[config.mk]
export PLATFORM = sky130hd
export DESIGN_NAME = sha1_stream_hasher_core
export DESIGN_NICKNAME = d
export VERILOG_FILES = /design/src/rtl/sha1sh_pkg.sv /design/src/rtl/sha1sh_compress.sv /design/src/rtl/sha1_stream_hasher_core.sv
export SDC_FILE = /design/constraint.sdc
export NUM_CORES = 2
export LEC_CHECK = 0
export BUFFER_PORTS_ARGS = -buffer_cell sky130_fd_sc_hd__buf_2
export CAP_MARGIN = 15
export CELL_PAD_IN_SITES_DETAIL_PLACEMENT = 0
export CELL_PAD_IN_SITES_GLOBAL_PLACEMENT = 1
export CORE_MARGIN = 5
export CORE_UTILIZATION = 50
export CTS_CLUSTER_SIZE = 25
export DETAILED_ROUTE_END_ITERATION = 8
export PLACE_DENSITY = 0.85
export RECOVER_POWER = 100
export SLEW_MARGIN = 20
export SYNTH_ARGS = -nofsm -noshare
export SYNTH_HDL_FRONTEND = slang
export SYNTH_SLANG_ARGS = --single-unit
[constraint.sdc]
create_clock -name clk -period 19.5 [get_ports clk]
set_input_delay 3.9 -clock clk [delete_from_list [all_inputs] [get_ports clk]]
set_output_delay 3.9 -clock clk [all_outputs]
set_load 0.01 [all_outputs]
[src/rtl/sha1sh_pkg.sv]
// Shared types and constants of the byte-serial SHA-1 hasher.
package sha1sh_pkg;

    localparam int unsigned NUM_CHAIN  = 5;
    localparam int unsigned NUM_SCHED  = 16;
    localparam logic [6:0]  LAST_ROUND = 7'd79;
    localparam logic [2:0]  LAST_INDEX = 3'd4;
    localparam logic [5:0]  LAST_POS   = 6'd63;
    localparam logic [5:0]  LEN_POS    = 6'd56;
    localparam logic [7:0]  PAD_MARK   = 8'h80;

    localparam logic [31:0] INIT_CHAIN [NUM_CHAIN] = '{
        32'h67452301, 32'hEFCDAB89, 32'h98BADCFE, 32'h10325476, 32'hC3D2E1F0
    };

    localparam logic [31:0] K_CH  = 32'h5A827999;
    localparam logic [31:0] K_P1  = 32'h6ED9EBA1;
    localparam logic [31:0] K_MAJ = 32'h8F1BBCDC;
    localparam logic [31:0] K_P2  = 32'hCA62C1D6;

    // Chaining words, word 0 (h0) at index 0
    typedef logic [NUM_CHAIN-1:0][31:0] chain_t;

    // Commands from the sequencer to the compression unit
    typedef struct packed {
        logic       byte_we;
        logic [3:0] word_addr;
        logic [1:0] lane;
        logic [7:0] byte_val;
        logic       start;
        logic       chain_init;
    } cmd_t;

    // Sequencer states
    typedef enum logic [3:0] {
        ST_IDLE  = 4'b0001,
        ST_PAD   = 4'b0010,
        ST_ROUND = 4'b0100,
        ST_EMIT  = 4'b1000
    } state_t;

    // Padding phases
    typedef enum logic [2:0] {
        PH_MARK = 3'b001,
        PH_ZERO = 3'b010,
        PH_LEN  = 3'b100
    } pad_phase_t;

endpackage

[src/rtl/sha1sh_compress.sv]
// SHA-1 compression unit: block buffer as message schedule, one round per cycle.
module sha1sh_compress (
    input  logic                clk,
    input  logic                rst_n,
    input  sha1sh_pkg::cmd_t    cmd,
    output logic                done,
    output sha1sh_pkg::chain_t  chain
);

    logic [31:0] sched_reg [sha1sh_pkg::NUM_SCHED];
    logic [31:0] work_reg  [sha1sh_pkg::NUM_CHAIN];
    logic [31:0] work_next [sha1sh_pkg::NUM_CHAIN];
    logic [31:0] chain_reg [sha1sh_pkg::NUM_CHAIN];
    logic [6:0]  round_reg;
    logic        running_reg;
    logic        fold_reg;
    logic [31:0] f_val;
    logic [31:0] k_val;
    logic [31:0] sum_val;
    logic [31:0] w_new;
    logic [31:0] w_mix;
    logic [4:0]  lane_off;

    // Select the round function and constant by round group
    always_comb
    begin
        if (round_reg < 7'd20)
        begin
            f_val = (work_reg[1] & work_reg[2]) | (~work_reg[1] & work_reg[3]);
            k_val = sha1sh_pkg::K_CH;
        end
        else if (round_reg < 7'd40)
        begin
            f_val = work_reg[1] ^ work_reg[2] ^ work_reg[3];
            k_val = sha1sh_pkg::K_P1;
        end
        else if (round_reg < 7'd60)
        begin
            f_val = (work_reg[1] & work_reg[2]) | (work_reg[1] & work_reg[3])
                  | (work_reg[2] & work_reg[3]);
            k_val = sha1sh_pkg::K_MAJ;
        end
        else
        begin
            f_val = work_reg[1] ^ work_reg[2] ^ work_reg[3];
            k_val = sha1sh_pkg::K_P2;
        end
    end

    // Round datapath and schedule expansion
    always_comb
    begin
        sum_val = {work_reg[0][26:0], work_reg[0][31:27]} + f_val + work_reg[4]
                + k_val + sched_reg[0];
        work_next[0] = sum_val;
        work_next[1] = work_reg[0];
        work_next[2] = {work_reg[1][1:0], work_reg[1][31:2]};
        work_next[3] = work_reg[2];
        work_next[4] = work_reg[3];
        w_mix = sched_reg[13] ^ sched_reg[8] ^ sched_reg[2] ^ sched_reg[0];
        w_new = {w_mix[30:0], w_mix[31]};
        lane_off = {~cmd.lane, 3'b000};
    end

    // Sequence the rounds and the final fold
    always_ff @(posedge clk or negedge rst_n)
    begin
        if (!rst_n)
        begin
            round_reg   <= '0;
            running_reg <= 1'b0;
            fold_reg    <= 1'b0;
        end
        else
        begin
            fold_reg <= 1'b0;
            if (cmd.start)
            begin
                round_reg   <= '0;
                running_reg <= 1'b1;
            end
            else if (running_reg)
            begin
                round_reg <= round_reg + 7'd1;
                if (round_reg == sha1sh_pkg::LAST_ROUND)
                begin
                    running_reg <= 1'b0;
                    fold_reg    <= 1'b1;
                end
            end
        end
    end

    // Load and advance the working words
    always_ff @(posedge clk)
    begin
        if (cmd.start)
        begin
            for (int i = 0; i < sha1sh_pkg::NUM_CHAIN; i++)
                work_reg[i] <= chain_reg[i];
        end
        else if (running_reg)
        begin
            for (int i = 0; i < sha1sh_pkg::NUM_CHAIN; i++)
                work_reg[i] <= work_next[i];
        end
    end

    // Fill the block buffer byte by byte; shift it as the schedule window
    always_ff @(posedge clk)
    begin
        if (running_reg)
        begin
            for (int i = 0; i < sha1sh_pkg::NUM_SCHED - 1; i++)
                sched_reg[i] <= sched_reg[i+1];
            sched_reg[sha1sh_pkg::NUM_SCHED-1] <= w_new;
        end
        else if (cmd.byte_we)
        begin
            sched_reg[cmd.word_addr][lane_off +: 8] <= cmd.byte_val;
        end
    end

    // Hold the chaining words; fold in the round result at block end
    always_ff @(posedge clk or negedge rst_n)
    begin
        if (!rst_n)
        begin
            for (int i = 0; i < sha1sh_pkg::NUM_CHAIN; i++)
                chain_reg[i] <= sha1sh_pkg::INIT_CHAIN[i];
        end
        else if (cmd.chain_init)
        begin
            for (int i = 0; i < sha1sh_pkg::NUM_CHAIN; i++)
                chain_reg[i] <= sha1sh_pkg::INIT_CHAIN[i];
        end
        else if (fold_reg)
        begin
            for (int i = 0; i < sha1sh_pkg::NUM_CHAIN; i++)
                chain_reg[i] <= chain_reg[i] + work_reg[i];
        end
    end

    // Present status and chaining words
    always_comb
    begin
        done = fold_reg;
        for (int i = 0; i < sha1sh_pkg::NUM_CHAIN; i++)
            chain[i] = chain_reg[i];
    end

endmodule

[src/rtl/sha1_stream_hasher_core.sv]
// Byte-serial SHA-1 hasher: input sequencer, padding and digest output.
//
// Input channel (s_*): one transaction carries at most one message byte
// (tdata, valid when tuser is 1) and may close the message (tlast). A byte
// transaction that fills a 64-byte block starts the compression unit: it
// runs 80 rounds, one a cycle, then adds the result into the chaining
// words, and s_tready stays low until it is done.
// Closing a message appends the padding one byte a cycle (9 to 72 bytes)
// with one or two block compressions before the first digest word is valid.
// Output channel (m_*): five transactions per message, digest word h0 to h4
// on tdata, its index on tuser, tlast on the fifth. The digest sits in its
// own output bank, so the next message is taken while it drains; only if a
// further digest is ready before the bank is empty does the block wait,
// holding s_tready low, until the receiver has taken the fifth word.
// Reset returns the chaining words to the initial values, clears the byte
// count and drops any pending digest.
module sha1_stream_hasher_core (
    input  logic        clk,
    input  logic        rst_n,
    input  logic        s_tvalid,
    output logic        s_tready,
    input  logic [7:0]  s_tdata,   // [7:0] data_byte
    input  logic        s_tuser,   // [0] byte_present
    input  logic        s_tlast,   // end_of_message
    output logic        m_tvalid,
    input  logic        m_tready,
    output logic [31:0] m_tdata,   // [31:0] digest_word
    output logic [2:0]  m_tuser,   // [2:0] word_index
    output logic        m_tlast    // last_word
);

    sha1sh_pkg::state_t     state_reg;
    sha1sh_pkg::state_t     state_next;
    sha1sh_pkg::pad_phase_t phase_reg;
    sha1sh_pkg::pad_phase_t phase_next;
    logic                   pad_active_reg;
    logic                   pad_active_next;
    logic [60:0]            count_reg;
    logic [60:0]            count_next;
    logic [63:0]            bits_reg;
    logic [63:0]            bits_next;
    logic [31:0]            out_words_reg [sha1sh_pkg::NUM_CHAIN];
    logic [2:0]             out_idx_reg;
    logic                   out_busy_reg;
    logic [60:0]            count_after;
    logic [5:0]             pos;
    logic                   in_fire;
    logic                   out_fire;
    logic                   out_load;
    logic [7:0]             pad_byte;
    logic                   comp_done;
    sha1sh_pkg::chain_t     chain;
    sha1sh_pkg::cmd_t       cmd;

    sha1sh_compress u_compress (
        .clk   (clk),
        .rst_n (rst_n),
        .cmd   (cmd),
        .done  (comp_done),
        .chain (chain)
    );

    assign pos         = count_reg[5:0];
    assign s_tready    = (state_reg == sha1sh_pkg::ST_IDLE);
    assign in_fire     = s_tvalid & s_tready;
    assign out_fire    = m_tvalid & m_tready;
    assign out_load    = (state_reg == sha1sh_pkg::ST_EMIT) & ~out_busy_reg;
    assign count_after = count_reg + {60'd0, s_tuser};

    // Pick the next padding byte
    always_comb
    begin
        pad_byte   = 8'd0;
        phase_next = phase_reg;
        bits_next  = bits_reg;
        if (phase_reg == sha1sh_pkg::PH_MARK)
        begin
            pad_byte   = sha1sh_pkg::PAD_MARK;
            phase_next = sha1sh_pkg::PH_ZERO;
        end
        else if ((phase_reg == sha1sh_pkg::PH_ZERO) && (pos != sha1sh_pkg::LEN_POS))
        begin
            pad_byte = 8'd0;
        end
        else
        begin
            pad_byte   = bits_reg[63:56];
            bits_next  = {bits_reg[55:0], 8'd0};
            phase_next = sha1sh_pkg::PH_LEN;
        end
    end

    // Sequence byte writes, padding, compression and digest hand-off
    always_comb
    begin
        state_next      = state_reg;
        pad_active_next = pad_active_reg;
        count_next      = count_reg;
        cmd             = '0;
        cmd.word_addr   = pos[5:2];
        cmd.lane        = pos[1:0];
        cmd.byte_val    = s_tdata;
        case (state_reg)
            sha1sh_pkg::ST_IDLE:
            begin
                if (in_fire)
                begin
                    cmd.byte_we     = s_tuser;
                    count_next      = count_after;
                    pad_active_next = s_tlast;
                    if (s_tuser && (pos == sha1sh_pkg::LAST_POS))
                    begin
                        cmd.start  = 1'b1;
                        state_next = sha1sh_pkg::ST_ROUND;
                    end
                    else if (s_tlast)
                    begin
                        state_next = sha1sh_pkg::ST_PAD;
                    end
                end
            end
            sha1sh_pkg::ST_PAD:
            begin
                cmd.byte_we  = 1'b1;
                cmd.byte_val = pad_byte;
                count_next   = count_reg + 61'd1;
                if (pos == sha1sh_pkg::LAST_POS)
                begin
                    cmd.start  = 1'b1;
                    state_next = sha1sh_pkg::ST_ROUND;
                end
            end
            sha1sh_pkg::ST_ROUND:
            begin
                if (comp_done)
                begin
                    if (pad_active_reg && (phase_reg == sha1sh_pkg::PH_LEN))
                        state_next = sha1sh_pkg::ST_EMIT;
                    else if (pad_active_reg)
                        state_next = sha1sh_pkg::ST_PAD;
                    else
                        state_next = sha1sh_pkg::ST_IDLE;
                end
            end
            sha1sh_pkg::ST_EMIT:
            begin
                if (!out_busy_reg)
                begin
                    cmd.chain_init  = 1'b1;
                    count_next      = '0;
                    pad_active_next = 1'b0;
                    state_next      = sha1sh_pkg::ST_IDLE;
                end
            end
            default:
            begin
                state_next = sha1sh_pkg::ST_IDLE;
            end
        endcase
    end

    // Hold sequencer state
    always_ff @(posedge clk or negedge rst_n)
    begin
        if (!rst_n)
        begin
            state_reg      <= sha1sh_pkg::ST_IDLE;
            phase_reg      <= sha1sh_pkg::PH_MARK;
            pad_active_reg <= 1'b0;
            count_reg      <= '0;
        end
        else
        begin
            state_reg      <= state_next;
            pad_active_reg <= pad_active_next;
            count_reg      <= count_next;
            if (in_fire)
                phase_reg <= sha1sh_pkg::PH_MARK;
            else if (state_reg == sha1sh_pkg::ST_PAD)
                phase_reg <= phase_next;
        end
    end

    // Latch the bit length on every input transaction; shift it out while padding
    always_ff @(posedge clk)
    begin
        if (in_fire)
            bits_reg <= {count_after, 3'b000};
        else if (state_reg == sha1sh_pkg::ST_PAD)
            bits_reg <= bits_next;
    end

    // Track the output bank
    always_ff @(posedge clk or negedge rst_n)
    begin
        if (!rst_n)
        begin
            out_busy_reg <= 1'b0;
            out_idx_reg  <= '0;
        end
        else if (out_load)
        begin
            out_busy_reg <= 1'b1;
            out_idx_reg  <= '0;
        end
        else if (out_fire)
        begin
            out_idx_reg <= out_idx_reg + 3'd1;
            if (out_idx_reg == sha1sh_pkg::LAST_INDEX)
                out_busy_reg <= 1'b0;
        end
    end

    // Load the digest and advance it one word per output transaction
    always_ff @(posedge clk)
    begin
        if (out_load)
        begin
            for (int i = 0; i < sha1sh_pkg::NUM_CHAIN; i++)
                out_words_reg[i] <= chain[i];
        end
        else if (out_fire)
        begin
            for (int i = 0; i < sha1sh_pkg::NUM_CHAIN - 1; i++)
                out_words_reg[i] <= out_words_reg[i+1];
        end
    end

    assign m_tvalid = out_busy_reg;
    assign m_tdata  = out_words_reg[0];
    assign m_tuser  = out_idx_reg;
    assign m_tlast  = (out_idx_reg == sha1sh_pkg::LAST_INDEX);

endmodule
* Yosys cells after proc, flatten, opt, wreduce, memory -nomap -nowiden
Memory sizes are Yosys's and may differ from the RTL's.
Cells that the tools add are included.
** Cells by class
- $add $sub $neg :: 14
- Magnitude comparators :: 3
- Eq/ne operators :: 19
- Shift-type cells :: 2
- Muxes and demuxes :: 81
- Bitwise logic cells :: 27
- Reductions and logical operators :: 17
** Operators with widths (number)
- $mux W32 :: 17
- $mux W160 :: 2
- $add A32 B32 Y32 :: 9
- $mux W64 :: 4
- $pmux W61 S3 :: 1
- $xor A32 B32 Y32 :: 5
- $and A32 B32 Y32 :: 4
- $mux W61 :: 2
- $or A32 B32 Y32 :: 3
- $add A61 B1 Y61 :: 1
- $add A61 B1 Y61 const B :: 1
- $mux W4 :: 8
- $not A32 Y32 :: 1
- $reduce_or A32 Y1 :: 1
- $shift A8 B7 Y32 const A :: 1
- $shiftx A8 B7 Y32 :: 1
- $mux W31 :: 1
- $mux W1 :: 30
- $mux W8 :: 3
- $mux W3 :: 6
- $pmux W4 S4 :: 1
- $lt A7 B6 Y1 const B :: 2
- $mux W7 :: 2
- $reduce_bool A2 Y1 :: 6
- other kinds (29) :: 51
** Storage, ports and cells
- Register bits after elaboration :: 303
- Memory bits (writable) :: 832
- Bits of input ports :: 14
- Output and inout bits :: 38
- Logic and storage cells :: 181
- Memories :: 3
** Memories
- u_compress.sched_reg :: depth 16, width 32, read ports 16, clocked after Yosys merged registers in 0, write ports 16, line sha1sh_compress.sv:10 : logic [31:0] sched_reg [sha1sh_pkg::NUM_SCHED];
- out_words_reg :: depth 5, width 32, read ports 5, clocked after Yosys merged registers in 0, write ports 5, line sha1_stream_hasher_core.sv:42 : logic [31:0] out_words_reg [sha1sh_pkg::NUM_CHAIN];
- u_compress.work_reg :: depth 5, width 32, read ports 5, clocked after Yosys merged registers in 0, write ports 5, line sha1sh_compress.sv:11 : logic [31:0] work_reg [sha1sh_pkg::NUM_CHAIN];

* Depth between registers and ports, before layout
An unclocked memory read counts as a cell.
- Word-level depth :: 12
- Depth in mapped cells :: 28
- Depth with buffers taken out :: 25

* Hierarchy
Synthesis repeated with hierarchy kept, for this count alone.
** Second synthesis, totals
- Cell total of the unflattened synthesis :: 6146
- Area, all modules :: 63574.7 um^2
** By module, submodules not included
- sha1sh_compress :: instances 1, cells an instance 4824, area each 48387.7 um^2, sequential area each 24508.5 um^2
- sha1_stream_hasher_core :: instances 1, cells an instance 1322, area each 15187.1 um^2, sequential area each 8465.6 um^2

* Least setup slack after synthesis
OpenSTA, ideal clock, no wires.
- Kind :: in2reg
- Start :: input m_tready
- End :: memory out_words_reg[0][0] (enable)
- Setup time :: 1.108 ns
- Arrival :: 6.797 ns
- Data required time :: 18.392 ns
- Setup slack :: 11.596 ns
- Stages on the path :: 4
- Path buffers :: 2
- Path through :: nand2_1 -> clkbuf_1 -> clkbuf_1 -> nand2_1
** RTL lines
- start: declaration :: line sha1_stream_hasher_core.sv:26 : input logic m_tready,
- end: declaration :: line sha1_stream_hasher_core.sv:42

==> impl_metrics.ini <==
[logic_synthesis]
ys_types = 93
yosysWarnings = 0
synthCells = 5314
syn-cell-area_mm2 = 0.0646
synth-simple-area-share = 0.0963
synth_fa_ha_area_frac = 0.0773
synth-xor-area-share = 0.0422
async_flop_share = 0.213
ys_ff_latch = 1135
synth_top_family_by_area = multiplexers
synth.avg_cell_area_um2 = 12.2
synth_compound_area_frac = 0.0952
seq_area_frac_synth = 0.510
synth_nets = 5656
synthMuxAreaShare = 0.148
synth-edff-count = 893
synthFlopType = edfxtp_1

[final_layout]
antenna_cells = 0
layout_common_cells = 893 x edfxtp_1, 722 x mux2_2, 371 x nor2_1, 360 x nand2_1, 299 x o21ai_0
syn2layout_area_growth_pct = 8.20
largest_register_ffs = 512
layout.cells.most_common = edfxtp_1
post-route-util = 0.542
nets = 5631
drive_above_1_share = 0.199

[outcome]
status = complete, but fails checks
violations = max-capacitance violations, max-slew violations

[route]
viasPerCell = 5.96
drt_pass1_iterations = 6
wire_per_inst_um = 23.8
routed_wl_um = 170000
drtIter0Drc = 3729
vias = 42600
antenna_left = 0
drc_errors = 0

[worst_setup_path]
slowest_delay_ps = 3230
regToRegSetupSlack_ps = 9950
critPathTopFamily = buffers and inverters
cp_max_fo = 71
cp.depth = 7
r2r_start = state_reg[0]$_DFFE_PN1P_
worstSetupStartpointType = input port
reg2reg_to = u_compress.chain[80]$_DFFE_PN0P_
critical_path_class = input port to flop
cp-end-kind = flop
r2r_cells = 7
crit_chain = clkbuf_1 -> and2_0 -> a21oi_1 -> clkbuf_1 -> nor2_1 -> or2_0 -> clkbuf_1
crit_top_cell = clkbuf_1
critPathArrivalTime_ps = 11330
worstPathRequired_ps = 19750
critPathBufInv = 3
slowest_stage = clkbuf_1

[hold_path]
hold_path_class = flop to flop
min_path_cells = 0
min_from = u_compress.chain[130]$_DFFE_PN0P_
hold_end = out_words_reg[1][2]$_DFFE_PP_

[clocking]
hold_buffers = 0
h-tree-depth = 3
cts_setup_buffers = 0
cts_made_buffers = 119
clockRootBuffer = clkbuf_16
cts.repair.resized = 0
cts.sink_count = 1135
clk_pin_slew_ps = 70
cts_tree = built
clk_latency_ps = 770
clk_path_buf_depth = 3

[sta]
holdWs_ps = 500
worstMarginPinSlew_ps = 4760
relSlewSlack = -2.17
postLayoutSetupSlackWorst_ps = 8420
period_share = 0.568
fin_tns_setup_ps = 0
hold_viol = 0
min_period_ps = 11080
skew_ps = 30.4
slew_violations = 1211
setup_viol = 0
rsz0062_at_grt = false
fmax_ghz = 0.0903

[power_and_ir_drop]
clockPowerShare = 0.205
p_leak_nw = 26.8
peakVddDrop_mv = 0.207
p_switching_mw = 4.74
combPwrFrac = 0.468
seqPwrFrac = 0.327
swShare = 0.409
power.internal_mw = 6.83
power_density_mw_per_mm2 = 166

[run]
max_cap_violations = 22

[floorplan]
core_area_mm2 = 0.129
num_rows = 132
die-height_um = 370
io_pins = 52
initial_core_util = 0.501
die_w_um = 370
die-area_mm2 = 0.137

[global_routing]
first_global_vias = 42200
grt-ovfl-total = 0
grt_use_total = 0.244
grt_max_degree = 146
antenna_found_initial = 0
grt_pass1_wl_um = 258000

[place]
gp_congestion = 0.940
hpwl_um = 117000
port_buffers = 51
pre_cts_ws_ps = 12220
[power by group through the flow]
stage               clock network [mW]  logic [mW]  registers (mW)
floorplan                            0        3.76            3.62
finish                            2.37        5.41            3.79
global route                      2.51        5.93            3.83
detailed placement                   0        5.39            3.80
CTS                               2.40        5.42            3.76
global placement                     0        5.28            3.79
[synth_stat cells (20+ instances only)]
| cell type | n | area, µm² |
|---|---|---|
| xnor2_1 | 193 | 1690 |
| mux2i_1 | 95 | 951 |
| buf_2 | 20 | 100 |
| nor2_2 | 28 | 175 |
| a21o_1 | 99 | 743 |
| fa_1 | 119 | 2380 |
| dfstp_2 | 82 | 2150 |
| or2_2 | 72 | 450 |
| nor2b_1 | 41 | 257 |
| edfxtp_1 | 893 | 26800 |
| mux2_2 | 766 | 8630 |
| buf_1 | 33 | 124 |
| nand4_1 | 47 | 294 |
| buf_4 | 38 | 285 |
| or3_1 | 23 | 144 |
| xor2_1 | 118 | 1030 |
| o211ai_1 | 22 | 165 |
| and3_1 | 45 | 282 |
| a31oi_1 | 32 | 200 |
| dfrtp_1 | 160 | 4000 |
| nor2_4 | 41 | 462 |
| nor3_1 | 56 | 280 |
| a211oi_1 | 28 | 210 |
| o22ai_1 | 20 | 125 |
| a21oi_1 | 245 | 1230 |
| nand2_1 | 355 | 1330 |
| o21ai_0 | 292 | 1460 |
| inv_1 | 221 | 830 |
| nor2_1 | 313 | 1170 |
| nand2b_1 | 30 | 188 |
| ha_1 | 209 | 2620 |
| o21a_1 | 22 | 165 |
| nand3_1 | 92 | 460 |
| clkbuf_1 | 163 | 612 |
[worst max path at each step]
stage                                         from                              endpoint  slack, ps
2_1_floorplan                             m_tready         out_words_reg[0][0]$_DFFE_PP_      11600
3_3_place_gp                              s_tvalid  u_compress.work_reg[0][57]$_DFFE_PP_      12260
3_5_place_dp                              s_tvalid  u_compress.work_reg[0][11]$_DFFE_PP_      12220
4_1_cts        u_compress.round_reg[4]$_DFFE_PN0P_  u_compress.work_reg[0][31]$_DFFE_PP_      12430
5_1_grt                                   s_tvalid  u_compress.work_reg[0][57]$_DFFE_PP_       7800
6_report                                  s_tvalid  u_compress.work_reg[0][57]$_DFFE_PP_       8420
[layer usage]
layer | GRT usage | up-vias | wire length, µm
met4 | 0.0830 | 0 | 6490
met1 | 0.335 | 21400 | 72500
met2 | 0.402 | 1341 | 80800
li1 | - | 19500 | -
met5 | 0 | - | 0
met3 | 0.0350 | 344 | 9750
[area by class of cell]
type	count	area (µm²)
well taps	1742	2180
multi-input cells	3700	29300
repair buffers	111	596
clock inverters	72	822
fillers	10700	59100
inverters	222	837
clock buffers	155	3240
flip-flops and latches	1135	33000
[kinds of logic after synthesis]
| logic type | count (synthesis) |
|---|---|
| compound gates | 975 |
| xor+xnor | 311 |
| fa+ha+maj | 328 |
| buf+inv | 479 |
| flops | 1135 |
| mux | 861 |
| simple gates | 1225 |
[per-stage QoR]
stage,cells,power (mW),instance area (µm²)
6_report,7137,11.6,69900
5_1_grt,7137,12.3,69900
4_1_cts,7137,11.6,70500
3_5_place_dp,6910,9.19,66500
3_3_place_gp,6910,9.07,66500
2_1_floorplan,5314,7.38,64600
Power figures use the tool's default switching activity.
